`src/design/lzw12_pkg.sv`:
```
// lzw12_pkg: shared constants, types and the hash function of the 12-bit lzw compressor
// used by lzw12_outq and lzw_compressor_12bit_core; depends on nothing
package lzw12_pkg;

  localparam int unsigned TABLE_SIZE = 4096;
  localparam int unsigned IDX_W      = $clog2(TABLE_SIZE);
  localparam int unsigned KEY_W      = IDX_W + 8;
  localparam int unsigned CODE_W     = 12;
  localparam int unsigned FIRST_FREE = 256;

  localparam logic OP_DATA = 1'b0;
  localparam logic OP_END  = 1'b1;

  // one hash table slot: the (prefix, byte) key and the code given to it
  typedef struct packed {
    logic             valid;
    logic [KEY_W-1:0] key;
    logic [IDX_W-1:0] code;
  } slot_t;

  typedef struct packed {
    logic [CODE_W-1:0] code;
    logic              last;
  } res_t;

  // results handed to the output queue in one cycle
  typedef struct packed {
    logic [1:0] n;
    res_t       r0;
    res_t       r1;
  } oq_push_t;

  function automatic logic [IDX_W-1:0] pair_hash(input logic [IDX_W-1:0] prefix,
                                                 input logic [7:0] b);
    logic [IDX_W-1:0] h;
    h = prefix ^ (IDX_W'(b) << (IDX_W - 8));
    return h;
  endfunction

endpackage

```
`src/design/lzw12_outq.sv`:
```
// lzw12_outq: two-entry result queue between the lookup engine and the output channel
// depends on lzw12_pkg
module lzw12_outq (
  input  logic                clk_i,
  input  logic                rst_ni,
  input  lzw12_pkg::oq_push_t push_i,
  output logic [1:0]          cnt_o,
  output logic                out_valid_o,
  input  logic                out_stall_i,
  output lzw12_pkg::res_t     res_o
);
  import lzw12_pkg::*;

  res_t       slot0_q, slot0_d, slot1_q, slot1_d;
  logic [1:0] cnt_q, cnt_d;
  logic       pop;

  assign pop = (cnt_q != 2'd0) && !out_stall_i;

  always_comb begin
    slot0_d = slot0_q;
    slot1_d = slot1_q;
    cnt_d   = cnt_q;
    if (pop) begin
      slot0_d = slot1_q;
      cnt_d   = cnt_q - 2'd1;
    end
    case (push_i.n)
      2'd1: begin
        if (cnt_d == 2'd0) begin
          slot0_d = push_i.r0;
        end else begin
          slot1_d = push_i.r0;
        end
        cnt_d = cnt_d + 2'd1;
      end
      2'd2: begin
        slot0_d = push_i.r0;
        slot1_d = push_i.r1;
        cnt_d   = 2'd2;
      end
      default: ;
    endcase
  end

  always_ff @(posedge clk_i or negedge rst_ni) begin
    if (!rst_ni) begin
      cnt_q <= 2'd0;
    end else begin
      cnt_q <= cnt_d;
    end
  end

  always_ff @(posedge clk_i) begin
    slot0_q <= slot0_d;
    slot1_q <= slot1_d;
  end

  assign cnt_o       = cnt_q;
  assign out_valid_o = cnt_q != 2'd0;
  assign res_o       = slot0_q;

  a_pair_needs_empty: assert property (@(posedge clk_i) disable iff (!rst_ni)
    push_i.n == 2'd2 |-> cnt_q == 2'd0) else $error("pair pushed into non-empty queue");
  a_single_needs_room: assert property (@(posedge clk_i) disable iff (!rst_ni)
    push_i.n == 2'd1 |-> cnt_q != 2'd2) else $error("push into full queue");
  a_cnt_range: assert property (@(posedge clk_i) disable iff (!rst_ni)
    cnt_q != 2'd3) else $error("queue count out of range");

endmodule

```
`config.mk`:
```
export PLATFORM = sky130hd
export DESIGN_NAME = lzw12_outq
export DESIGN_NICKNAME = d
export VERILOG_FILES = /design/src/design/lzw12_pkg.sv /design/src/design/lzw12_outq.sv
export SDC_FILE = /design/constraint.sdc
export NUM_CORES = 1
export LEC_CHECK = 0
export BUFFER_PORTS_ARGS = -buffer_cell sky130_fd_sc_hd__buf_2
export CORE_ASPECT_RATIO = 1.25
export CORE_MARGIN = 1.5
export CORE_UTILIZATION = 40
export DETAILED_ROUTE_END_ITERATION = 6
export HOLD_SLACK_MARGIN = 0.08
export PLACE_DENSITY = 0.79
export SLEW_MARGIN = 20
export SYNTH_ARGS = -nofsm -noshare
export SYNTH_HDL_FRONTEND = slang
export SYNTH_SLANG_ARGS = --single-unit
```
`constraint.sdc`:
```
create_clock -name clk_i -period 2.46 [get_ports clk_i]
set_clock_uncertainty 0.15 [all_clocks]
set_input_delay 0.492 -clock clk_i [delete_from_list [all_inputs] [get_ports clk_i]]
set_output_delay 0.492 -clock clk_i [all_outputs]
set_load 0.02 [all_outputs]
```
==> results.sh <==
export IMPL_outcome="complete, no violations"
export IMPL_p_per_area_mw_per_mm2=1030
export IMPL_cp_arrival_ns=2.10
export IMPL_synth_seq_cells=28
export IMPL_clock_sinks=28
export IMPL_slew_headroom=0.638
export IMPL_viasPerCell=5.01
export IMPL_synth_fa_ha_area_frac=0.0391
export IMPL_rows=22
export IMPL_rsz0062_at_grt="no"
export IMPL_cts_root_buf="clkbuf_4"
export IMPL_fp_dieH_um=66.3
export IMPL_place_ws_ns=0.0988
export IMPL_antenna_found_initial=0
export IMPL_grt_usage=0.157
export IMPL_final_cells=180
export IMPL_clk_latency_ns=0.32
export IMPL_yosys_area_share_xor_xnor=0.00684
export IMPL_finalHoldViolCount=0
export IMPL_setup_viol=0
export IMPL_worstMarginPinSlew_ns=0.543
export IMPL_cap_violations=0
export IMPL_wl_per_cell_um=13.8
export IMPL_io_pins=47
export IMPL_coreArea_sq_mm=0.00300
export IMPL_fin_crit_sh=0.899
export IMPL_grt_max_degree=17
export IMPL_synth_avg_cell_area_sq_um=13.8
export IMPL_cts_tree="done"
export IMPL_min_path_cells=2
export IMPL_via_count=902
export IMPL_dieWidth_um=53.6
export IMPL_reg2regPathDepth=7
export IMPL_max_stage_delay_ns=0.41
export IMPL_reg2reg_to="slot1_q[10]"
export IMPL_synth_top_cell_area_share=0.305
export IMPL_synth_top_family_by_area="multiplexers"
export IMPL_syn_inst=93
export IMPL_drive_gt1_frac=0.444
export IMPL_diodes=0
export IMPL_hold_path_startpoint="push_i[16]"
export IMPL_cts_buffer_depth=2
export IMPL_dieArea_sq_mm=0.00355
export IMPL_synth_cell_types=18
export IMPL_worst_slack_ns=0.250
export IMPL_min_period_ns=2.21
export IMPL_crit_family="multiplexers"
export IMPL_drt_first_pass_iters=4
export IMPL_fin_hold_ws_ns=0.221
export IMPL_startpoint_type="flop"
export IMPL_synthSimpleGateAreaFrac=0.0166
export IMPL_synth_area_leaders="edfxtp_1 30%, dfxtp_1 20%, mux2i_1 10%"
export IMPL_drt_iter0_markers=3
export IMPL_crit_required_ns=2.35
export IMPL_drc_errors=0
export IMPL_h_tree_depth=1
export IMPL_p_leak_uw=0.000720
export IMPL_grtUsageMet3=0.0294
export IMPL_grt_pass1_vias=916
export IMPL_area_delta_synth_final_pct=27.6
export IMPL_gp_congestion=0.728
export IMPL_cts_buffers=3
export IMPL_synth_mux_area_frac=0.245
export IMPL_synth_cell_area_sq_mm=0.00128
export IMPL_synth_fp_nets=128
export IMPL_tns_ns=0
export IMPL_start_util=0.427
export IMPL_r2r_start="cnt_o[0]"
export IMPL_grt_busiest_layer="met2"
export IMPL_dp_cells=175
export IMPL_clkTransAtPathRegs_ns=0.15
export IMPL_grt_met2_usage=0.273
export IMPL_place_hpwl_um=1950
export IMPL_slowest_stage="dfrtp_1"
export IMPL_min_path_type="in2reg"
export IMPL_yosysWarnings=0
export IMPL_cp_cell_sequence="inv_1 -> ha_1 -> nor2_4 -> mux2_1 -> ha_1 -> inv_1 -> mux2_4"
export IMPL_drt_wl_total_um=2490
export IMPL_synth_seq_area_share=0.547
export IMPL_path_buf_inv=2
export IMPL_critPathMaxFanout=13
export IMPL_synth_largest_area_cell="edfxtp_1"
export IMPL_min_to="res_o[3]"
export IMPL_ant_nets=0
export IMPL_synth_compound_area_frac=0.106
export IMPL_ir_worst_vdd_mv=0.555
export IMPL_worstSetupPathType="reg2reg"
export IMPL_reg2reg_slack_ns=0.25
export IMPL_placed_area_sq_mm=0.00157
export IMPL_met1_usage=0.177
export IMPL_finalInstanceArea_sq_mm=0.00164
export IMPL_port_buffers=46
export IMPL_max_clock_freq_mhz=452
export IMPL_end_kind="flop"
export IMPL_grt_pass1_wl_um=4000
export IMPL_slew_violations=0
export IMPL_nNetsFinal=180
export IMPL_grt_overflow=0
[cell families (layout without fill, tap and decap cells)]
kind of cell             count (synthesis)  after routing
AO/OA/AOI/OAI                           17             17
XOR/XNOR                                 1              1
adder cells (fa/ha/maj)                  4              4
buffers and inverters                   11             62
flip-flops                              28             28
multiplexers                            29             29
AND/OR/NAND/NOR                          3              3
[placed cells by master, fill, tap and decap left out, types with 2 or more instances in the layout]
cell type and instances:
o2bb2ai_1 13, mux2_4 2, buf_4 5, ha_1 4
a21oi_1 3, inv_1 6, dfrtp_1 2, buf_2 46
mux2i_1 13, clkbuf_4 3, mux2_1 9, edfxtp_1 13
dfxtp_1 13, mux2_2 5
[registers in the layout, indices dropped and copies added, names as in the netlist]
register / flops
cnt_o: 2
slot1_q: 13
res_o: 13
[cell type report]
cell class              instances  area, sq um
inverters                       6         22.5
well taps                      36         45.0
multi-input cells              54          537
repair buffers                 52          278
clock inverters                 1         30.0
clock buffers                   3         22.5
fillers                       274         1370
flip-flops and latches         28          701
[report_power, final]
| part | switching, uW | total (uW) | internal, uW |
|---|---|---|---|
| Combinational | 394 | 690 | 296 |
| Clock | 134 | 298 | 165 |
| Sequential | 61.9 | 699 | 638 |
[per-layer routing]
metal	vias up	part of all wire	wire length [um]
met3	4	0.049	121
met5	-	0	0
met2	25	0.54	1340
met1	426	0.40	994
li1	447	-	-
met4	0	0.014	36
[worst max-delay path by stage]
stage | start | end | slack, ns | cells after the start
detailed placement | cnt_o[0] | res_o[7] | 0.1 | 8
CTS | cnt_o[0] | res_o[11] | 0.06 | 8
global placement | cnt_o[0] | slot1_q[0] | 0.22 | 7
finish | cnt_o[0] | slot1_q[10] | 0.25 | 7
global route | cnt_o[0] | res_o[2] | 0.08 | 8
floorplan | cnt_o[0] | slot1_q[0] | 0.14 | 7
[metrics by stage]
| stage | total power (uW) | util |
|---|---|---|
| 2_1_floorplan | 1160 | - |
| 3_3_place_gp | 1360 | 0.522 |
| 3_5_place_dp | 1400 | 0.522 |
| 4_1_cts | 1700 | 0.543 |
| 5_1_grt | 1800 | 0.545 |
| 6_report | 1690 | 0.545 |
[cell usage after synthesis]
master	n
dfxtp_1	13
edfxtp_1	13
mux2i_1	13
o2bb2ai_1	13
mux2_1	9
inv_1	6
mux2_2	6
buf_2	4
ha_1	4
a21oi_1	3
dfrtp_1	2
a211oi_1	1
buf_4	1
mux2_4	1
nor2_1	1
nor2_4	1
nor2b_1	1
xnor2_1	1
[what timing repair did]
item	CTS	global route
setup endpoints to repair	0	26
hold endpoints to repair	2	0
buffers inserted	0	0
gates resized for setup	0	2
hold buffers	1	0
No activity file was read; power rests on OpenSTA's default activity.
