### src/design/lzw12_ram.sv
// lzw12_ram: generic one-write one-read memory with registered read data
// no dependencies
module lzw12_ram #(
  parameter int unsigned Width = 8,
  parameter int unsigned Depth = 16
) (
  input  logic                     clk_i,
  input  logic                     we_i,
  input  logic [$clog2(Depth)-1:0] waddr_i,
  input  logic [Width-1:0]         wdata_i,
  input  logic [$clog2(Depth)-1:0] raddr_i,
  output logic [Width-1:0]         rdata_o
);

  logic [Width-1:0] mem_q [Depth];
  logic [Width-1:0] rdata_q;

  always_ff @(posedge clk_i) begin
    if (we_i) begin
      mem_q[waddr_i] <= wdata_i;
    end
    rdata_q <= mem_q[raddr_i];
  end

  assign rdata_o = rdata_q;

endmodule

### config.mk
export PLATFORM = sky130hd
export DESIGN_NAME = lzw12_ram
export DESIGN_NICKNAME = d
export VERILOG_FILES = /design/src/design/lzw12_ram.sv
export SDC_FILE = /design/constraint.sdc
export NUM_CORES = 1
export LEC_CHECK = 0
export ABC_AREA = 1
export BUFFER_PORTS_ARGS = -buffer_cell sky130_fd_sc_hd__buf_4
export CORE_MARGIN = 2
export CORE_UTILIZATION = 45
export DETAILED_ROUTE_END_ITERATION = 10
export GPL_TIMING_DRIVEN = 0
export PLACE_DENSITY = 0.58
export SYNTH_ARGS = -nofsm -noshare
export SYNTH_HDL_FRONTEND = slang
export SYNTH_SLANG_ARGS = --single-unit
### constraint.sdc
create_clock -name clk_i -period 1.2 [get_ports clk_i]
set_input_delay 0.06 -clock clk_i [delete_from_list [all_inputs] [get_ports clk_i]]
set_output_delay 0.06 -clock clk_i [all_outputs]
set_load 0.02 [all_outputs]
==> impl_metrics.tcl, run 1 <==
set metrics [dict create \
    ys_types 12 \
    drcViolationCount 0 \
    vias 3774 \
    async_flop_share_pct 0 \
    synth-compound-area-share_pct 0 \
    syn_area_per_cell_sq_um 10.5 \
    synth_top_cells_by_area "edfxtp_1 (67%), nand2_1 (11%), nand3_1 (8.4%)" \
    postSynthCellCount 551 \
    rr_worst_depth 6 \
    status "finished, final reports clean" \
    yosysWarnings 0 \
    synth.most_common_cell "nand2_1" \
    leakage_nw 2.89 \
    setup_violations 0 \
    diodes 0 \
    gp_congestion 0.832 \
    grt_max_degree 17 \
    die_w_um 117 \
    synth-simple-area-share_pct 21.0 \
    hold_depth 1 \
    fin_crit_ps 1130 \
    drv_cap 0 \
    cts.sinks 136 \
    die_y_um 117 \
    ctsResizeCount 0 \
    fmax_mhz 886 \
    synth_top_cell_area_share_pct 66.7 \
    clock_power_share_pct 42.9 \
    skew_ps 4.93 \
    hold_path_class "in2reg" \
    yosysSeqAreaShare_pct 69.4 \
    grt_pass1_vias 3469 \
    grt_first_pass_wirelength_um 20700 \
    r2r-end "rdata_o[0]$_DFF_P_" \
    drv_slew 0 \
    synthAdderAreaFrac_pct 0 \
    p_sw_share_pct 22.0 \
    fillers 1113 \
    power_frac_seq_pct 50.0 \
    synth_top_cell_by_area "edfxtp_1" \
    postLayoutCoreUtil_pct 53.3 \
    synth_top_family_by_area "simple AND/OR/NAND/NOR gates" \
    crit_required_ps 1240 \
    stdcell_count 780 \
    drt-pass1-iter-count 7 \
    antenna_found_initial 0 \
    ys_ff_latch 136 \
    synth_edf_count 128 \
    htree_levels 4 \
    drt_iter0_markers 318 \
    clkTransAtPathRegs_ps 50 \
    synthMuxAreaShare_pct 0 \
    finalCritPeriodShare_pct 94.1 \
    p_switching_w 0.00234 \
    ys.flop_type "edfxtp_1" \
    seqCellArea_sq_mm 0.00400 \
    synthXorXnorAreaFrac_pct 0 \
    vias_per_cell 4.84 \
    fin_nets 613 \
    portBuffers 22 \
    ant_nets 0 \
    peakVddDrop_mv 0.826 \
    start_util_pct 45.9 \
    area_growth_pct 16.1 \
    cts_tree "built" \
    io_pins 26 \
    min_from "wdata_i[2]" \
    dpl.cell_count 745 \
    worst-r2r-setup-slack_ps 180 \
    grtUsageTotal_pct 21.8 \
    p_int_w 0.00833 \
    final_layout_size_suffix_gt1_share_pct 11.7 \
    clk_path_buf_depth 2 \
    synthTopCellsByCount "nand2_1 (173), edfxtp_1 (128), inv_1 (100)" \
    timing.rr.start "mem_q[15][0]$_DFFE_PP_" \
    crit_type "in2reg" \
    worstMarginPinSlew_ps 884 \
    cp-start-kind "input pin" \
    p_comb_share_pct 7.1 \
    synth_nets 569 \
    cts-buffers-inserted 17 \
    power_density_mw_per_mm2 1590 \
    post_drt_wl_per_cell_um 17.5 \
    dpl.hpwl_um 8950 \
    hold_viol_final 0 \
    hold_end "mem_q[1][2]$_DFFE_PP_" \
    synth_area_sq_mm 0.00577 \
    die_area_sq_mm 0.0137 \
    root_buffer "clkbuf_16" \
    wirelength_um 13600 \
    clkLatencyLatePin_ps 410 \
    path_max_fanout 8 \
    cp.arrival_ps 1170 \
    rows 41 \
    worst_setup_path_end_kind "flip-flop" \
    relSlewSlack_pct 40.9 \
    coreArea_sq_mm 0.0126 \
    grt-ovfl-total 0 \
    multiInputGateArea_sq_mm 0.00121 \
    grt_setup_unrepaired "false" \
]
-- cells by family (layout without fill, tap and decap cells) --
kind of cell	count (synthesis)	in the layout
simple gates	289	289
flops	136	136
buf+inv	126	183
-- per-layer routing --
layer,share of wire [%],vias to the layer above,GRT usage [%]
li1,-,1864,-
met1,46,1748,31.4
met2,45,145,31.9
met3,7.4,17,5.82
met4,2.0,0,8.39
met5,0,-,0
-- how the worst max path moves through the flow --
stage,depth (start not counted),slack (ps),start,end
global placement,3,-370,waddr_i[3],mem_q[7][1]$_DFFE_PP_
finish,3,70,waddr_i[3],mem_q[7][3]$_DFFE_PP_
global route,3,20,waddr_i[3],mem_q[7][1]$_DFFE_PP_
floorplan,2,190,waddr_i[2],mem_q[10][0]$_DFFE_PP_
detailed placement,3,-340,waddr_i[3],mem_q[7][0]$_DFFE_PP_
CTS,3,100,waddr_i[3],mem_q[7][1]$_DFFE_PP_
-- cell type report --
type / count / area share [%]
Timing Repair Buffer: 25 / 2.91
Clock buffer: 19 / 6.46
Inverter: 102 / 5.72
Clock inverter: 13 / 1.31
Buffer: 24 / 2.48
Tap cell: 172 / 3.21
Sequential cell: 136 / 59.8
Multi-Input combinational cell: 289 / 18.1
-- cell usage in the layout (no fill, tap or decap), types with 6 or more instances in the layout --
cell type  netlist  routed
clkinv_1         0       6
dfxtp_1          8       8
inv_1          100     100
edfxtp_1       128     128
nand2_1        173     173
nand3_1         97      97
clkbuf_16        0      17
buf_4            4      26
buf_6            6       6
buf_2           13      13
nor2_1          17      17
-- worst max-delay path, cell delays in order --
cell	delay (ps)
buf_4	120
nand3b_1	280
nor2_1	700
-- state kept, by name (all words and copies together), names as in the netlist --
name     cells
rdata_o      8
mem_q      128
-- power by group through the flow --
stage	clock network, W	registers (W)	logic [W]
final	0.00458	0.00534	0.000761
after global routing	0.00485	0.00535	0.000840
after CTS	0.00464	0.00534	0.000765
after detailed placement	0	0.00544	0.000754
after global placement	0	0.00543	0.000745
after floorplan	0	0.00547	0.000375
-- what timing repair did --
item	CTS	global route
setup endpoints to repair	0	0
buffers inserted	0	0
endpoints found under the hold margin	48	0
hold buffers	3	0
-- per-stage QoR --
step	hold slack (ps)	TNS [ps]	total power [W]	cell area (sq um)	setup WS [ps]
after floorplan	159	0	0.00585	5770	189
after global placement	412	-29660	0.00618	6150	-375
after detailed placement	417	-30850	0.00619	6150	-336
after CTS	0.663	0	0.0107	6700	99.9
after global routing	7.33	0	0.0110	6700	21.3
final	11.6	0	0.0107	6700	70.8
Power figures use the tool's default switching activity.
==> run 2, diff against run 1 <==
--- a/config.mk
+++ b/config.mk
@@ -11,7 +11,7 @@
 export CORE_UTILIZATION = 45
 export DETAILED_ROUTE_END_ITERATION = 10
 export GPL_TIMING_DRIVEN = 0
-export PLACE_DENSITY = 0.58
+export PLACE_DENSITY = 0.67
 export SYNTH_ARGS = -nofsm -noshare
 export SYNTH_HDL_FRONTEND = slang
 export SYNTH_SLANG_ARGS = --single-unit
==> impl_metrics.tcl, run 2 (synthesized netlist as in run 1, its figures left out) <==
set metrics [dict create \
    htree_levels 4 \
    postLayoutCoreUtil_pct 54.0 \
    seqCellArea_sq_mm 0.00400 \
    largest_reg_flops 128 \
    cp.arrival_ps 1190 \
    grt-ovfl-total 0 \
    postPlaceCellArea_sq_mm 0.00615 \
    regMostFlops "mem_q" \
    p_comb_share_pct 6.7 \
    stdcell_area_sq_mm 0.00679 \
    p_int_w 0.00901 \
    fin_crit_ps 1150 \
    power_density_mw_per_mm2 1670 \
    timing.rr.start "mem_q[5][7]$_DFFE_PP_" \
    coreArea_sq_mm 0.0126 \
    clkTransAtPathRegs_ps 60 \
    area_growth_pct 17.8 \
    diodes 0 \
    die_area_sq_mm 0.0137 \
    cts-buffers-inserted 17 \
    grt_first_pass_wirelength_um 20400 \
    grt_pass1_vias 3638 \
    wirelength_um 13300 \
    worst-r2r-setup-slack_ps 170 \
    final_cell_mix "nand2_1 (173), edfxtp_1 (128), inv_1 (100)" \
    clkLatencyLatePin_ps 420 \
    ant_nets 0 \
    cp-start-kind "input pin" \
    relSlewSlack_pct 34.9 \
    worstMarginPinSlew_ps 972 \
    vias 3849 \
    multiInputGateArea_sq_mm 0.00121 \
    gp_congestion 0.913 \
    cts_tree "built" \
    crit_required_ps 1240 \
    skew_ps 4.83 \
    grt_setup_unrepaired "false" \
    path_max_fanout 8 \
    endpoint "mem_q[5][1]$_DFFE_PP_" \
    grtUsageTotal_pct 21.3 \
    power_frac_seq_pct 47.0 \
    root_buffer "clkbuf_16" \
    drv_cap 0 \
    die_y_um 117 \
    setup_violations 0 \
    fmax_mhz 873 \
    leakage_nw 2.94 \
    clock_power_share_pct 46.3 \
    crit_type "in2reg" \
    place_ws_ps -329 \
    fillers 1068 \
    hold_path_class "in2reg" \
    status "finished, final reports clean" \
    fin_nets 615 \
    final_common_cell "nand2_1" \
    rr_worst_depth 6 \
    final_layout_size_suffix_gt1_share_pct 12.0 \
    tns_ps 0 \
    p_sw_share_pct 20.7 \
    cts.sinks 136 \
    hold_viol_final 0 \
    drv_slew 0 \
    vias_per_cell 4.92 \
    die_w_um 117 \
    peakVddDrop_mv 0.824 \
    io_pins 26 \
    grt_max_degree 17 \
    clk_path_buf_depth 2 \
    finalCritPeriodShare_pct 95.5 \
    startpoint "waddr_i[3]" \
    portBuffers 22 \
    r2r-end "rdata_o[7]$_DFF_P_" \
    drcViolationCount 0 \
    antenna_found_initial 0 \
    rows 41 \
    worst_setup_path_end_kind "flip-flop" \
    drt-pass1-iter-count 5 \
    dpl.hpwl_um 8640 \
    p_switching_w 0.00234 \
    post_drt_wl_per_cell_um 17.0 \
    postCtsSetupBuffers 0 \
    drt_iter0_markers 313 \
    layout_setup_ws_ps 54.4 \
    start_util_pct 45.9 \
]
run 2: cell types whose count changed in the layout (fill, tap and decap cells not counted):
| cell | before | now |
|---|---|---|
| clkbuf_1 | 2 | 5 |
| dlygate4sd3_1 | 3 | 5 |
| clkinvlp_4 | 2 | 1 |
| bufinv_16 | 1 | 4 |
| clkinv_1 | 6 | 1 |
run 2: through the flow:
stage	std cells	power [W]	hold WS (ps)
2_1_floorplan	551	0.00585	159
3_3_place_gp	745	0.00615	386
3_5_place_dp	745	0.00617	401
4_1_cts	782	0.0114	16.2
5_1_grt	782	0.0117	17.4
6_report	782	0.0114	13.9
run 2: power by group through the flow:
stage | clock [W] | sequential, W | combinational [W]
after floorplan | 0 | 0.00547 | 0.000375
after global routing | 0.00554 | 0.00535 | 0.000827
final | 0.00526 | 0.00534 | 0.000756
after detailed placement | 0 | 0.00544 | 0.000734
after CTS | 0.00530 | 0.00534 | 0.000751
after global placement | 0 | 0.00543 | 0.000720
run 2: worst min path at each step:
stage	from	cells past startpoint	to	slack, ps
finish	wdata_i[3]	1	mem_q[2][3]$_DFFE_PP_	10
global route	wdata_i[7]	1	mem_q[9][7]$_DFFE_PP_	20
detailed placement	wdata_i[2]	1	mem_q[6][2]$_DFFE_PP_	400
floorplan	wdata_i[0]	0	mem_q[0][0]$_DFFE_PP_	160
CTS	wdata_i[3]	1	mem_q[2][3]$_DFFE_PP_	20
global placement	wdata_i[2]	1	mem_q[0][2]$_DFFE_PP_	390
run 2: worst max-delay path: stages:
cell      delay, ps
buf_4           120
nand3b_1        230
nor2_1          770
run 2: final cells by class:
cell class / count / area share [%]
Buffer: 24 / 2.45
Timing Repair Buffer: 27 / 3.17
Sequential cell: 136 / 58.9
Inverter: 102 / 5.64
Clock inverter: 10 / 2.23
Multi-Input combinational cell: 289 / 17.9
Clock buffer: 22 / 6.54
Tap cell: 172 / 3.17
run 2: timing repair:
action | in CTS | in global routing
setup endpoints to repair | 0 | 0
hold buffers | 5 | 0
endpoints found under the hold margin | 79 | 0
gates resized for setup | 0 | 0
run 2: layer usage:
metal | wire length [um] | share of wire [%] | vias up | GRT usage, %
met5 | 0 | 0 | - | 0
met4 | 623 | 4.7 | 0 | 12.7
met3 | 1200 | 9.0 | 37 | 6.08
met2 | 5990 | 45 | 200 | 30.8
met1 | 5460 | 41 | 1745 | 28.6
li1 | - | - | 1867 | -
